==> src/hdl/tpa_pkg.sv <==
// Shared types and constants for the palette analyzer.
package tpa_pkg;

    localparam int COLOR_W = 32;
    localparam int CNT_W   = 17;
    localparam int USED_W  = 9;

    localparam logic [1:0] OP_PUSH = 2'd0;
    localparam logic [1:0] OP_READ = 2'd1;
    localparam logic [1:0] OP_LOOK = 2'd2;

    localparam logic [1:0] CLS_FULL    = 2'd0;
    localparam logic [1:0] CLS_SOLID   = 2'd1;
    localparam logic [1:0] CLS_MONO    = 2'd2;
    localparam logic [1:0] CLS_INDEXED = 2'd3;

    localparam logic REG_MAX_COLORS = 1'b0;

    typedef enum logic [1:0] {
        PH_SOLID   = 2'd0,
        PH_MONO    = 2'd1,
        PH_INDEXED = 2'd2,
        PH_ABORT   = 2'd3
    } t_phase;

    typedef enum logic [1:0] {
        SRC_FIRST  = 2'd0,
        SRC_SECOND = 2'd1,
        SRC_RUN    = 2'd2,
        SRC_LOOK   = 2'd3
    } t_src;

    typedef struct packed {
        logic capture;
        logic push_upd;
        logic clr_used;
        logic ins_begin;
        t_src ins_src;
        logic srch_rd;
        logic k_inc;
        logic set_hit;
        logic look_hit;
        logic fail;
        logic new_slot;
        logic shift_rd;
        logic shift_move;
        logic put;
        logic seed_ok;
        logic run_ok;
        logic rd_sel;
        logic load_out;
    } t_cmd;

    typedef struct packed {
        logic [1:0] op;
        logic       last;
        t_phase     phase;
        logic       need_ins;
        logic       k_end;
        logic       hit;
        logic       full;
        logic       j_zero;
        logic       shift_less;
        logic       sel_ok;
        logic       out_free;
    } t_status;

endpackage

==> src/hdl/tpa_ctrl.sv <==
// Sequencer for pixel pushes, palette insertion, entry reads and lookups.
module tpa_ctrl import tpa_pkg::*; (
    input  logic    i_clk,
    input  logic    i_rst_n,
    input  logic    i_in_valid,
    input  t_status i_st,
    output t_cmd    o_cmd,
    output logic    o_in_stall
);

    typedef enum logic [11:0] {
        S_IDLE      = 12'b000000000001,
        S_EXEC      = 12'b000000000010,
        S_POST      = 12'b000000000100,
        S_SRCH_RD   = 12'b000000001000,
        S_SRCH_CHK  = 12'b000000010000,
        S_FULL_CHK  = 12'b000000100000,
        S_SHIFT_RD  = 12'b000001000000,
        S_SHIFT_CHK = 12'b000010000000,
        S_INS_OK    = 12'b000100000000,
        S_READ_WAIT = 12'b001000000000,
        S_FINISH    = 12'b010000000000,
        S_SPARE     = 12'b100000000000
    } t_state;

    typedef enum logic [4:0] {
        TK_SEED1 = 5'b00001,
        TK_SEED2 = 5'b00010,
        TK_RUN   = 5'b00100,
        TK_FINAL = 5'b01000,
        TK_LOOK  = 5'b10000
    } t_task;

    t_state r_state, n_state;
    t_task  r_task, n_task;

    always_comb begin
        n_state = r_state;
        n_task  = r_task;
        o_cmd   = '0;
        case (r_state)
            S_IDLE: begin
                if (i_in_valid) begin
                    o_cmd.capture = 1'b1;
                    n_state = S_EXEC;
                end
            end
            S_EXEC: begin
                case (i_st.op)
                    OP_READ: begin
                        if (i_st.sel_ok) begin
                            o_cmd.rd_sel = 1'b1;
                            n_state = S_READ_WAIT;
                        end else begin
                            n_state = S_FINISH;
                        end
                    end
                    OP_LOOK: begin
                        o_cmd.ins_begin = 1'b1;
                        o_cmd.ins_src = SRC_LOOK;
                        n_task = TK_LOOK;
                        n_state = S_SRCH_RD;
                    end
                    OP_PUSH: begin
                        if (i_st.need_ins && i_st.phase == PH_MONO) begin
                            o_cmd.clr_used = 1'b1;
                            o_cmd.ins_begin = 1'b1;
                            o_cmd.ins_src = SRC_FIRST;
                            n_task = TK_SEED1;
                            n_state = S_SRCH_RD;
                        end else if (i_st.need_ins) begin
                            o_cmd.ins_begin = 1'b1;
                            o_cmd.ins_src = SRC_RUN;
                            n_task = TK_RUN;
                            n_state = S_SRCH_RD;
                        end else begin
                            o_cmd.push_upd = 1'b1;
                            n_state = S_POST;
                        end
                    end
                    default: n_state = S_IDLE;
                endcase
            end
            S_POST: begin
                if (!i_st.last) begin
                    n_state = S_IDLE;
                end else if (i_st.phase == PH_INDEXED) begin
                    // The open run is added before the rectangle is reported.
                    o_cmd.ins_begin = 1'b1;
                    o_cmd.ins_src = SRC_RUN;
                    n_task = TK_FINAL;
                    n_state = S_SRCH_RD;
                end else begin
                    n_state = S_FINISH;
                end
            end
            S_SRCH_RD: begin
                if (i_st.k_end) begin
                    n_state = (r_task == TK_LOOK) ? S_FINISH : S_FULL_CHK;
                end else begin
                    o_cmd.srch_rd = 1'b1;
                    n_state = S_SRCH_CHK;
                end
            end
            S_SRCH_CHK: begin
                if (i_st.hit && r_task == TK_LOOK) begin
                    o_cmd.look_hit = 1'b1;
                    n_state = S_FINISH;
                end else if (i_st.hit) begin
                    o_cmd.set_hit = 1'b1;
                    n_state = S_SHIFT_RD;
                end else begin
                    o_cmd.k_inc = 1'b1;
                    n_state = S_SRCH_RD;
                end
            end
            S_FULL_CHK: begin
                if (i_st.full) begin
                    o_cmd.fail = 1'b1;
                    n_state = (r_task == TK_FINAL) ? S_FINISH : S_POST;
                end else begin
                    o_cmd.new_slot = 1'b1;
                    n_state = S_SHIFT_RD;
                end
            end
            S_SHIFT_RD: begin
                if (i_st.j_zero) begin
                    o_cmd.put = 1'b1;
                    n_state = S_INS_OK;
                end else begin
                    o_cmd.shift_rd = 1'b1;
                    n_state = S_SHIFT_CHK;
                end
            end
            S_SHIFT_CHK: begin
                if (i_st.shift_less) begin
                    o_cmd.shift_move = 1'b1;
                    n_state = S_SHIFT_RD;
                end else begin
                    o_cmd.put = 1'b1;
                    n_state = S_INS_OK;
                end
            end
            S_INS_OK: begin
                case (r_task)
                    TK_SEED1: begin
                        o_cmd.ins_begin = 1'b1;
                        o_cmd.ins_src = SRC_SECOND;
                        n_task = TK_SEED2;
                        n_state = S_SRCH_RD;
                    end
                    TK_SEED2: begin
                        o_cmd.seed_ok = 1'b1;
                        n_state = S_POST;
                    end
                    TK_RUN: begin
                        o_cmd.run_ok = 1'b1;
                        n_state = S_POST;
                    end
                    default: n_state = S_FINISH;
                endcase
            end
            S_READ_WAIT: n_state = S_FINISH;
            S_FINISH: begin
                if (i_st.out_free) begin
                    o_cmd.load_out = 1'b1;
                    n_state = S_IDLE;
                end
            end
            default: n_state = S_IDLE;
        endcase
    end

    always_ff @(posedge i_clk) begin
        if (!i_rst_n) begin
            r_state <= S_IDLE;
            r_task  <= TK_SEED1;
        end else begin
            r_state <= n_state;
            r_task  <= n_task;
        end
    end

    assign o_in_stall = (r_state != S_IDLE);

endmodule

==> config.mk <==
export PLATFORM = sky130hd
export DESIGN_NAME = tpa_ctrl
export DESIGN_NICKNAME = d
export VERILOG_FILES = /design/src/hdl/tpa_pkg.sv /design/src/hdl/tpa_ctrl.sv
export SDC_FILE = /design/constraint.sdc
export NUM_CORES = 1
export LEC_CHECK = 0
export BUFFER_PORTS_ARGS = -buffer_cell sky130_fd_sc_hd__buf_2
export CORE_MARGIN = 1
export CORE_UTILIZATION = 51
export CTS_CLUSTER_SIZE = 40
export DETAILED_ROUTE_END_ITERATION = 16
export GPL_TIMING_DRIVEN = 1
export PLACE_DENSITY_LB_ADDON = 0.12
export SYNTH_ARGS = -nofsm -noshare
export SYNTH_HDL_FRONTEND = slang
export SYNTH_SLANG_ARGS = --single-unit
export TNS_END_PERCENT = 1
==> constraint.sdc <==
create_clock -name i_clk -period 2.65 [get_ports i_clk]
set_clock_uncertainty 0.2 [all_clocks]
set_input_delay 0.265 -clock i_clk [delete_from_list [all_inputs] [get_ports i_clk]]
set_output_delay 0.265 -clock i_clk [all_outputs]
set_load 0.05 [all_outputs]
==> results of run 1 <==
[power by group through the flow]
| stage | logic [W] | clock network [W] | registers (W) |
|---|---|---|---|
| 2_1_floorplan | 0.0000766 | 0 | 0.000252 |
| 3_3_place_gp | 0.000112 | 0 | 0.000252 |
| 3_5_place_dp | 0.000116 | 0 | 0.000253 |
| 4_1_cts | 0.000118 | 0.000137 | 0.000247 |
| 5_1_grt | 0.000137 | 0.000150 | 0.000248 |
| 6_report | 0.000127 | 0.000141 | 0.000248 |
[area by class of cell]
class	count	area, um2
Tap cell	28	35.0
Sequential cell	16	322
Fill cell	185	594
Inverter	8	30.0
Timing Repair Buffer	53	344
Clock buffer	3	22.5
Multi-Input combinational cell	136	928
[per-layer routing]
metal  global-route usage, %  vias to the layer above  part of all wire, %
li1                        -                      717                    -
met1                    44.1                      698                   45
met2                    50.0                       64                   47
met3                    5.26                        6                  6.5
met4                    10.4                        0                  1.2
met5                       0                        -                    0
[cells in the mapped netlist (all sizes together), types with 2 or more instances]
cell / count / area [um2]
nor2: 25 / 93.8
dfxtp: 16 / 320
nand2: 13 / 48.8
nor3: 12 / 60.1
inv: 8 / 30.0
nor3b: 8 / 65.1
nor4b: 6 / 52.6
nor2b: 5 / 31.3
nor4: 5 / 31.3
o21a: 5 / 37.5
or4: 5 / 50.1
buf: 4 / 41.3
nand2b: 4 / 25.0
and2: 3 / 18.8
and3: 3 / 20.0
nand3: 3 / 15.0
nand4: 3 / 18.8
o21ai: 3 / 15.0
o31a: 3 / 26.3
xnor2: 3 / 26.3
a211oi: 2 / 15.0
a21o: 2 / 15.0
a21oi: 2 / 10.0
a31oi: 2 / 12.5
clkbuf: 2 / 10.0
mux2i: 2 / 20.0
nand3b: 2 / 15.0
o2111ai: 2 / 17.5
o22ai: 2 / 12.5
or3: 2 / 12.5
[registers in the layout, indices dropped and copies added, names as in the netlist]
signal   flops
r_state     11
r_task       5
[worst reg2reg max path, delay by kind of cell (launching register included)]
kind	cells	cell delay, ns
and+or+nand+nor	3	1.15
AOI/OAI and AO/OA	2	0.36
DFF	1	0.32
buffers and inverters	1	0.18
[what timing repair did]
action                     4_1_cts  5_1_grt
hold buffers                     0        1
hold endpoints to repair         0        1
setup endpoints to repair        8        8
pin swaps                        2        0
gates resized for setup         12       13
[cell usage in the layout (no fill, tap or decap), drive strengths merged, types with 3 or more instances in the layout]
master   n
and2     3
and3     3
buf     50
clkbuf   5
dfxtp   16
inv      8
nand2   13
nand2b   4
nand3    3
nand4    3
nor2    25
nor2b    5
nor3    12
nor3b    8
nor4     5
nor4b    6
o21a     5
o21ai    3
o31a     3
or4      5
xnor2    3
[metrics by stage]
step	area, um2	std cells	setup TNS, ns	worst slack [ns]
after floorplan	1280	167	-2.12	-0.306
after global placement	1550	240	0	0.0520
after detailed placement	1550	240	-0.00877	-0.00877
after CTS	1620	243	-0.446	-0.229
after global routing	1680	244	-0.611	-0.288
final	1680	244	-0.436	-0.224
[kinds of logic (layout without fill, tap and decap cells)]
logic type | after synthesis | count (layout)
flip-flops | 16 | 16
buffers and inverters | 15 | 64
XOR/XNOR | 3 | 3
multiplexers | 2 | 2
AO/OA/AOI/OAI | 29 | 29
AND/OR/NAND/NOR | 102 | 102
[final timing paths]
kind / endpoint / depth (start not counted)
max: o_cmd[2] / 5
min: r_state[1] / 3
min reg2reg: r_task[2] / 2
max reg2reg: r_task[4] / 6
==> impl_metrics.ini, run 1 <==
[timing]
finalCritPeriodShare_pct = 108
drv_slew = 0
holdWs_ns = 0.0398
worst_pin_slew_ns = 0.544
hold_viol = 0
fin_ws_ns = -0.224
relSlewSlack_pct = 63.4
maxClockFrequency_mhz = 348
setup_viol = 2
rsz0062_at_grt = yes
layout_min_cycle_time_ns = 2.87

[power_and_ir_drop]
p_int_w = 0.000345
power_w = 0.000516
powerDensity_nw_per_um2 = 307
sw_frac_of_total_pct = 33.2
seq_power_share_pct = 48.0
comb_power_share_pct = 24.7
vdd_drop_max_mv = 0.296
total_leakage_power_nw = 0.738
switchingPower_w = 0.000171
pwr-share-clk_pct = 27.3

[logic_synthesis]
synth_top_family_by_area = simple AND/OR/NAND/NOR gates
postSynthAreaPerCell_um2 = 7.54
synth-seq-area-share_pct = 25.4
mappedNetlistArea_um2 = 1260
async_flop_share_pct = 0
ys_warn_count = 0
synth-compound-area-share_pct = 17.3
yosys_register_bits = 16
synth_ff_type = dfxtp_1
syn-instance-count = 167
synthAdderAreaFrac_pct = 0
synth_xor_xnor_area_share_pct = 2.09
syn-num-nets = 183
synthDistinctLibCells = 45
yosys.area_share.simple_pct = 46.4
synth-edff-count = 0
yosys-mux-area-fraction_pct = 1.59

[die]
rows = 17
chipWidth_um = 51.7
pin_count = 36
start_util_pct = 55.3
die_y_um = 51.7
core_um2 = 2280
die_area_um2 = 2670

[detailed_routing]
first_pass_iters = 4
route.detailed.drc = 0
postRouteAntennaNets = 0
vias = 1485
drt_iter0_drc = 52
drt-total-wl_um = 4040
viasPerCell = 6.09
wl_per_cell_um = 16.6

[clock_tree]
cts_inserted_buffers = 3
cts_root_buf = clkbuf_4
path_clk_slew_ns = 0.10
clk_path_buf_depth = 2
htreeDepth = 1
cts_sinks = 16
clk_latency_ns = 0.29
cts_tree = done
cts_setup_buffers = 0

[layout]
n_antenna_cell = 0
drive_above_1_share_pct = 35.6
fin_nets = 234
area_delta_synth_final_pct = 33.6
final_util_pct = 73.9

[setup_path]
path_max_fanout = 3
crit_path_cell_trace = or4_4 -> or3b_4 -> or4_4 -> nor3b_2 -> buf_6
cp.buffers_inverters = 1
r2r-start = r_state[5]
critPathLaunch = r_state[5]
arrival_ns = 2.41
crit_slowest_cell = or4_4
worstSetupStartpointType = flop
slowest_delay_ns = 0.54
crit_type = flop to primary output
cp_top_family = simple AND/OR/NAND/NOR gates
worstSetupEndpointType = primary output
worst_path_most_repeated_cell = or4_4
worst_ep_required_time_ns = 2.18
r2r_setup_slack_ns = 0.35

[global_routing]
grt_max_degree = 16
track_usage_pct = 31.9
grt_remaining_overflow = 0
first_global_vias = 1345
grt_antenna_before_repair = 0
grt_pass1_wl_um = 6200

[outcome]
status = complete, but fails checks
violations = setup timing

[place]
portBuffers = 35
gp_congestion = 0.854
place_hpwl_um = 3070

[hold_path]
hp-start = i_in_valid
hold_path_class = input port to flop

[flow_run]
drv_cap = 0
Note: power is estimated with default switching activity, not from simulation.
==> run 2, diff against run 1 <==
--- a/config.mk
+++ b/config.mk
@@ -5,6 +5,7 @@
 export SDC_FILE = /design/constraint.sdc
 export NUM_CORES = 1
 export LEC_CHECK = 0
+export ABC_AREA = 1
 export BUFFER_PORTS_ARGS = -buffer_cell sky130_fd_sc_hd__buf_2
 export CORE_MARGIN = 1
 export CORE_UTILIZATION = 51
==> impl_metrics.ini, run 2 <==
[outcome]
status = complete, no violations

[layout]
finalNonFillerCells = 284
n_antenna_cell = 0
area_delta_synth_final_pct = 21.1
mostFrequentLayoutCell = nor2_1
drive_above_1_share_pct = 22.3
largest_reg_flops = 11
largest_register = r_state
top_regs = r_state: 11 flops, r_task: 5 flops
fin_nets = 273
final_cell_mix = 51 x nor2_1, 47 x nand2_1, 42 x inv_1
final_util_pct = 67.0

[place]
place_hpwl_um = 2530
place_inst = 278
gp_congestion = 0.839
portBuffers = 35

[setup_path]
r2r_setup_slack_ns = 0.94
r2r_cells = 7
arrival_ns = 1.75
path_max_fanout = 9
crit_type = flop to primary output
r2r_end = r_state[9]
worstSetupEndpointType = primary output
cp-endpoint = o_cmd[14]
critPathLaunch = r_state[8]
r2r-start = r_state[8]
worstSetupStartpointType = flop
worst_ep_required_time_ns = 2.18

[timing]
finalSetupTns_ns = 0
layout_min_cycle_time_ns = 2.21
hold_viol = 0
relSlewSlack_pct = 73.5
worst_pin_slew_ns = 0.397
drv_slew = 0
finalCritPeriodShare_pct = 83.5
holdWs_ns = 0.0447
maxClockFrequency_mhz = 452
rsz0062_at_grt = no
setup_viol = 0

[die]
die_y_um = 51.5
chipWidth_um = 51.5
pin_count = 36
die_area_um2 = 2650
rows = 17
core_um2 = 2250
start_util_pct = 55.3

[clock_tree]
cts_root_buf = clkbuf_4
htreeDepth = 1
cts_tree = done
path_clk_slew_ns = 0.10
clk_path_buf_depth = 2
clk_latency_ns = 0.29
ctsResizeCount = 0
cts_sinks = 16
cts_inserted_buffers = 3

[power_and_ir_drop]
vdd_drop_max_mv = 0.247
sw_frac_of_total_pct = 31.5
p_int_w = 0.000364
powerDensity_nw_per_um2 = 352
seq_power_share_pct = 46.7
total_leakage_power_nw = 0.862
pwr-share-clk_pct = 31.6
switchingPower_w = 0.000167
comb_power_share_pct = 21.6

[detailed_routing]
drt_iter0_drc = 44
drt-total-wl_um = 3090
wl_per_cell_um = 10.9
route.detailed.drc = 0
viasPerCell = 5.00
first_pass_iters = 5
postRouteAntennaNets = 0
vias = 1419

[global_routing]
track_usage_pct = 26.0
grt_remaining_overflow = 0
grt_antenna_before_repair = 0
grt_max_degree = 12
first_global_vias = 1201
grt_pass1_wl_um = 5110

[logic_synthesis]
yosys_register_bits = 16
syn-num-nets = 232
mappedNetlistArea_um2 = 1250
ys_warn_count = 0
synth_top_area_share_pct = 25.7
yosys.area.top_type = dfxtp_1
synth_common_cells = 51 x nor2_1, 47 x nand2_1, 42 x inv_1
synth.area.top_cells = dfxtp_1 26%, nor2_1 15%, nand2_1 14%
synth-edff-count = 0
syn-instance-count = 216
yosysMostFrequentCell = nor2_1
async_flop_share_pct = 0
synthDistinctLibCells = 24
synth-seq-area-share_pct = 25.7
postSynthAreaPerCell_um2 = 5.78
synth_ff_type = dfxtp_1

[hold_path]
hold_path_class = input port to flop
hold_depth = 3

[flow_run]
drv_cap = 0
-- run 2: worst min path at each step --
stage | slack, ns | end | startpoint
final | 0.04 | r_state[1] | i_in_valid
after global routing | 0.05 | r_task[1] | i_rst_n
after CTS | 0.04 | r_state[1] | i_in_valid
after detailed placement | 0.27 | r_state[7] | i_st[3]
after global placement | 0.26 | r_state[7] | i_st[3]
after floorplan | 0.14 | r_state[4] | i_st[6]
-- run 2: logic make-up after synthesis --
| group | after synthesis | share of synthesized area, % |
|---|---|---|
| AO/OA/AOI/OAI | 6 | 2.71 |
| AND/OR/NAND/NOR | 149 | 58.1 |
| buffers and inverters | 45 | 13.5 |
| flip-flops | 16 | 25.7 |
-- run 2: routing by layer --
metal	share of wire, %	track usage (%)	wire length [um]	vias up
li1	-	-	-	749
met1	50	36.4	1530	615
met2	44	41.1	1370	52
met3	5.2	3.57	159	3
met4	0.81	6.76	25	0
met5	0	0	0	-
-- run 2: power by group through the flow --
stage	clock [W]	sequential (W)	combinational, W
2_1_floorplan	0	0.000253	0.0000791
3_3_place_gp	0	0.000254	0.000111
3_5_place_dp	0	0.000254	0.000112
4_1_cts	0.000171	0.000248	0.000114
5_1_grt	0.000182	0.000249	0.000127
6_report	0.000168	0.000248	0.000115
-- run 2: critical path, cell delays in order, from the launching register on --
cell     delay (ns)
dfxtp_1        0.35
nor2_4         0.15
nand2_4        0.10
nor2_8         0.19
nand2_4        0.08
inv_2          0.09
nand2_1        0.06
o21ai_0        0.13
buf_2          0.28
-- run 2: area by class of cell --
| type | instances | area [um2] |
|---|---|---|
| inverters | 44 | 165 |
| well taps | 28 | 35.0 |
| flip-flops and latches | 16 | 320 |
| fillers | 232 | 744 |
| multi-input cells | 155 | 758 |
| clock buffers | 4 | 36.3 |
| repair buffers | 37 | 195 |
-- run 2: timing repair --
action / CTS / global route
hold buffers: 2 / 0
buffers inserted: 0 / 0
hold endpoints to repair: 2 / 0
-- run 2: through the flow --
step           power, W  area (um2)  worst slack (ns)
6_report       0.000531        1510             0.437
5_1_grt        0.000558        1510             0.222
4_1_cts        0.000533        1510             0.427
3_5_place_dp   0.000366        1450             0.771
3_3_place_gp   0.000365        1450             0.751
2_1_floorplan  0.000332        1250             0.180
==> run 3, diff against run 2 <==
==> constraint.sdc (replaced) <==
create_clock -name i_clk -period 2.2 [get_ports i_clk]
set_clock_uncertainty 0.2 [all_clocks]
set_input_delay 0.22 -clock i_clk [delete_from_list [all_inputs] [get_ports i_clk]]
set_output_delay 0.22 -clock i_clk [all_outputs]
set_load 0.05 [all_outputs]
==> impl_metrics.ini, run 3 (same netlist as run 2, synthesis figures left out) <==
[die]
die_area_um2 = 2650
die_y_um = 51.5
rows = 17
core_um2 = 2250
chipWidth_um = 51.5
pin_count = 36
start_util_pct = 55.3

[hold_path]
hold_path_class = input port to flop

[layout]
final_cell_mix = 50 x nor2_1, 47 x nand2_1, 42 x inv_1
area_delta_synth_final_pct = 25.7
mostFrequentLayoutCell = nor2_1
fin_nets = 276
n_antenna_cell = 0
top_regs = r_state: 11 flops, r_task: 5 flops
largest_reg_flops = 11
drive_above_1_share_pct = 23.6
largest_register = r_state
final_util_pct = 69.5

[outcome]
status = complete, but fails checks
violations = hold timing

[power_and_ir_drop]
sw_frac_of_total_pct = 31.9
p_int_w = 0.000441
powerDensity_nw_per_um2 = 413
comb_power_share_pct = 21.7
pwr-share-clk_pct = 32.1
switchingPower_w = 0.000206
seq_power_share_pct = 46.2
vdd_drop_max_mv = 0.299
total_leakage_power_nw = 0.876
power_w = 0.000647

[detailed_routing]
postRouteAntennaNets = 0
first_pass_iters = 4
route.detailed.drc = 0
drt-total-wl_um = 3140
vias = 1433
wl_per_cell_um = 10.9
drt_iter0_drc = 54
viasPerCell = 4.99

[timing]
rsz0062_at_grt = yes
fin_ws_ns = 0.0851
relSlewSlack_pct = 72.8
finalCritPeriodShare_pct = 96.1
layout_min_cycle_time_ns = 2.11
holdWs_ns = -0.00292
maxClockFrequency_mhz = 473
drv_slew = 0
hold_viol = 1
worst_pin_slew_ns = 0.408
setup_viol = 0

[global_routing]
track_usage_pct = 25.4
grt_remaining_overflow = 0
grt_antenna_before_repair = 0
grt_pass1_wl_um = 4960
grt_max_degree = 12
first_global_vias = 1179

[setup_path]
cp_top_family = simple AND/OR/NAND/NOR gates
worst_path_most_repeated_cell = nor2_1
crit_slowest_cell = dfxtp_1
cp.buffers_inverters = 1
arrival_ns = 1.69
path_max_fanout = 6
worst_ep_required_time_ns = 1.78
crit_type = flop to primary output
slowest_delay_ns = 0.34
worstSetupEndpointType = primary output
crit_path_cell_trace = nor2_1 -> nand2_1 -> nor2_4 -> nand3_1 -> nor2_1 -> clkbuf_4
worstSetupStartpointType = flop

[clock_tree]
path_clk_slew_ns = 0.11
cts_root_buf = clkbuf_4
cts_tree = done
cts_inserted_buffers = 3
clk_latency_ns = 0.30
cts_sinks = 16
clk_path_buf_depth = 2
htreeDepth = 1

[place]
gp_congestion = 0.855
pre_cts_slack_ns = 0.369
place_hpwl_um = 2500
portBuffers = 35

[flow_run]
drv_cap = 0
## run 3: final cells by class
type | instances | area (um2)
clock buffers | 4 | 36.3
well taps | 28 | 35.0
fillers | 208 | 687
flip-flops and latches | 16 | 320
multi-input cells | 155 | 767
inverters | 44 | 165
repair buffers | 40 | 244
## run 3: layer usage
metal | vias to the layer above | GRT usage, % | wire (um)
met1 | 633 | 34.7 | 1580
met4 | 0 | 8.11 | 41
li1 | 759 | - | -
met5 | - | 0 | 0
met3 | 5 | 2.68 | 141
met2 | 36 | 41.3 | 1380
## run 3: worst paths after layout
check	startpoint	to	slack, ns	depth (start not counted)
worst max register to register	r_state[0]	r_task[4]	0.47	10
worst min register to register	r_task[3]	r_task[3]	0.32	2
worst min-delay path	i_rst_n	r_state[2]	-0.003	3
worst max-delay path	r_state[0]	o_cmd[9]	0.09	6
## run 3: repair_timing
item                                    in CTS  in global routing
resized for setup                            0                 17
endpoints found under the hold margin        3                  0
hold buffers                                 3                  0
endpoints found under the setup margin       0                  8
buffers inserted                             0                  2
## run 3: worst register-to-register path, cell delays in order, from the launching register on
cell and delay [ns]:
dfxtp_1 0.34, nor2_1 0.16, nand2_1 0.16, nor2_4 0.19
nand2_1 0.14, nand2_1 0.13, inv_1 0.09, nand2_1 0.06
nand2_1 0.05, nand2_1 0.06, nor2_1 0.03
## run 3: stage by stage
step | area [um2] | TNS [ns] | instances
after floorplan | 1250 | -0.289 | 216
after global placement | 1450 | 0 | 278
after detailed placement | 1450 | 0 | 278
after CTS | 1520 | 0 | 285
after global routing | 1570 | -0.00198 | 287
final | 1570 | 0 | 287
## run 3: power by group through the flow
stage	combinational (W)	clock [W]	sequential, W
after detailed placement	0.000133	0	0.000306
after global placement	0.000133	0	0.000305
after floorplan	0.0000953	0	0.000305
after global routing	0.000154	0.000215	0.000300
final	0.000140	0.000208	0.000299
after CTS	0.000137	0.000203	0.000299
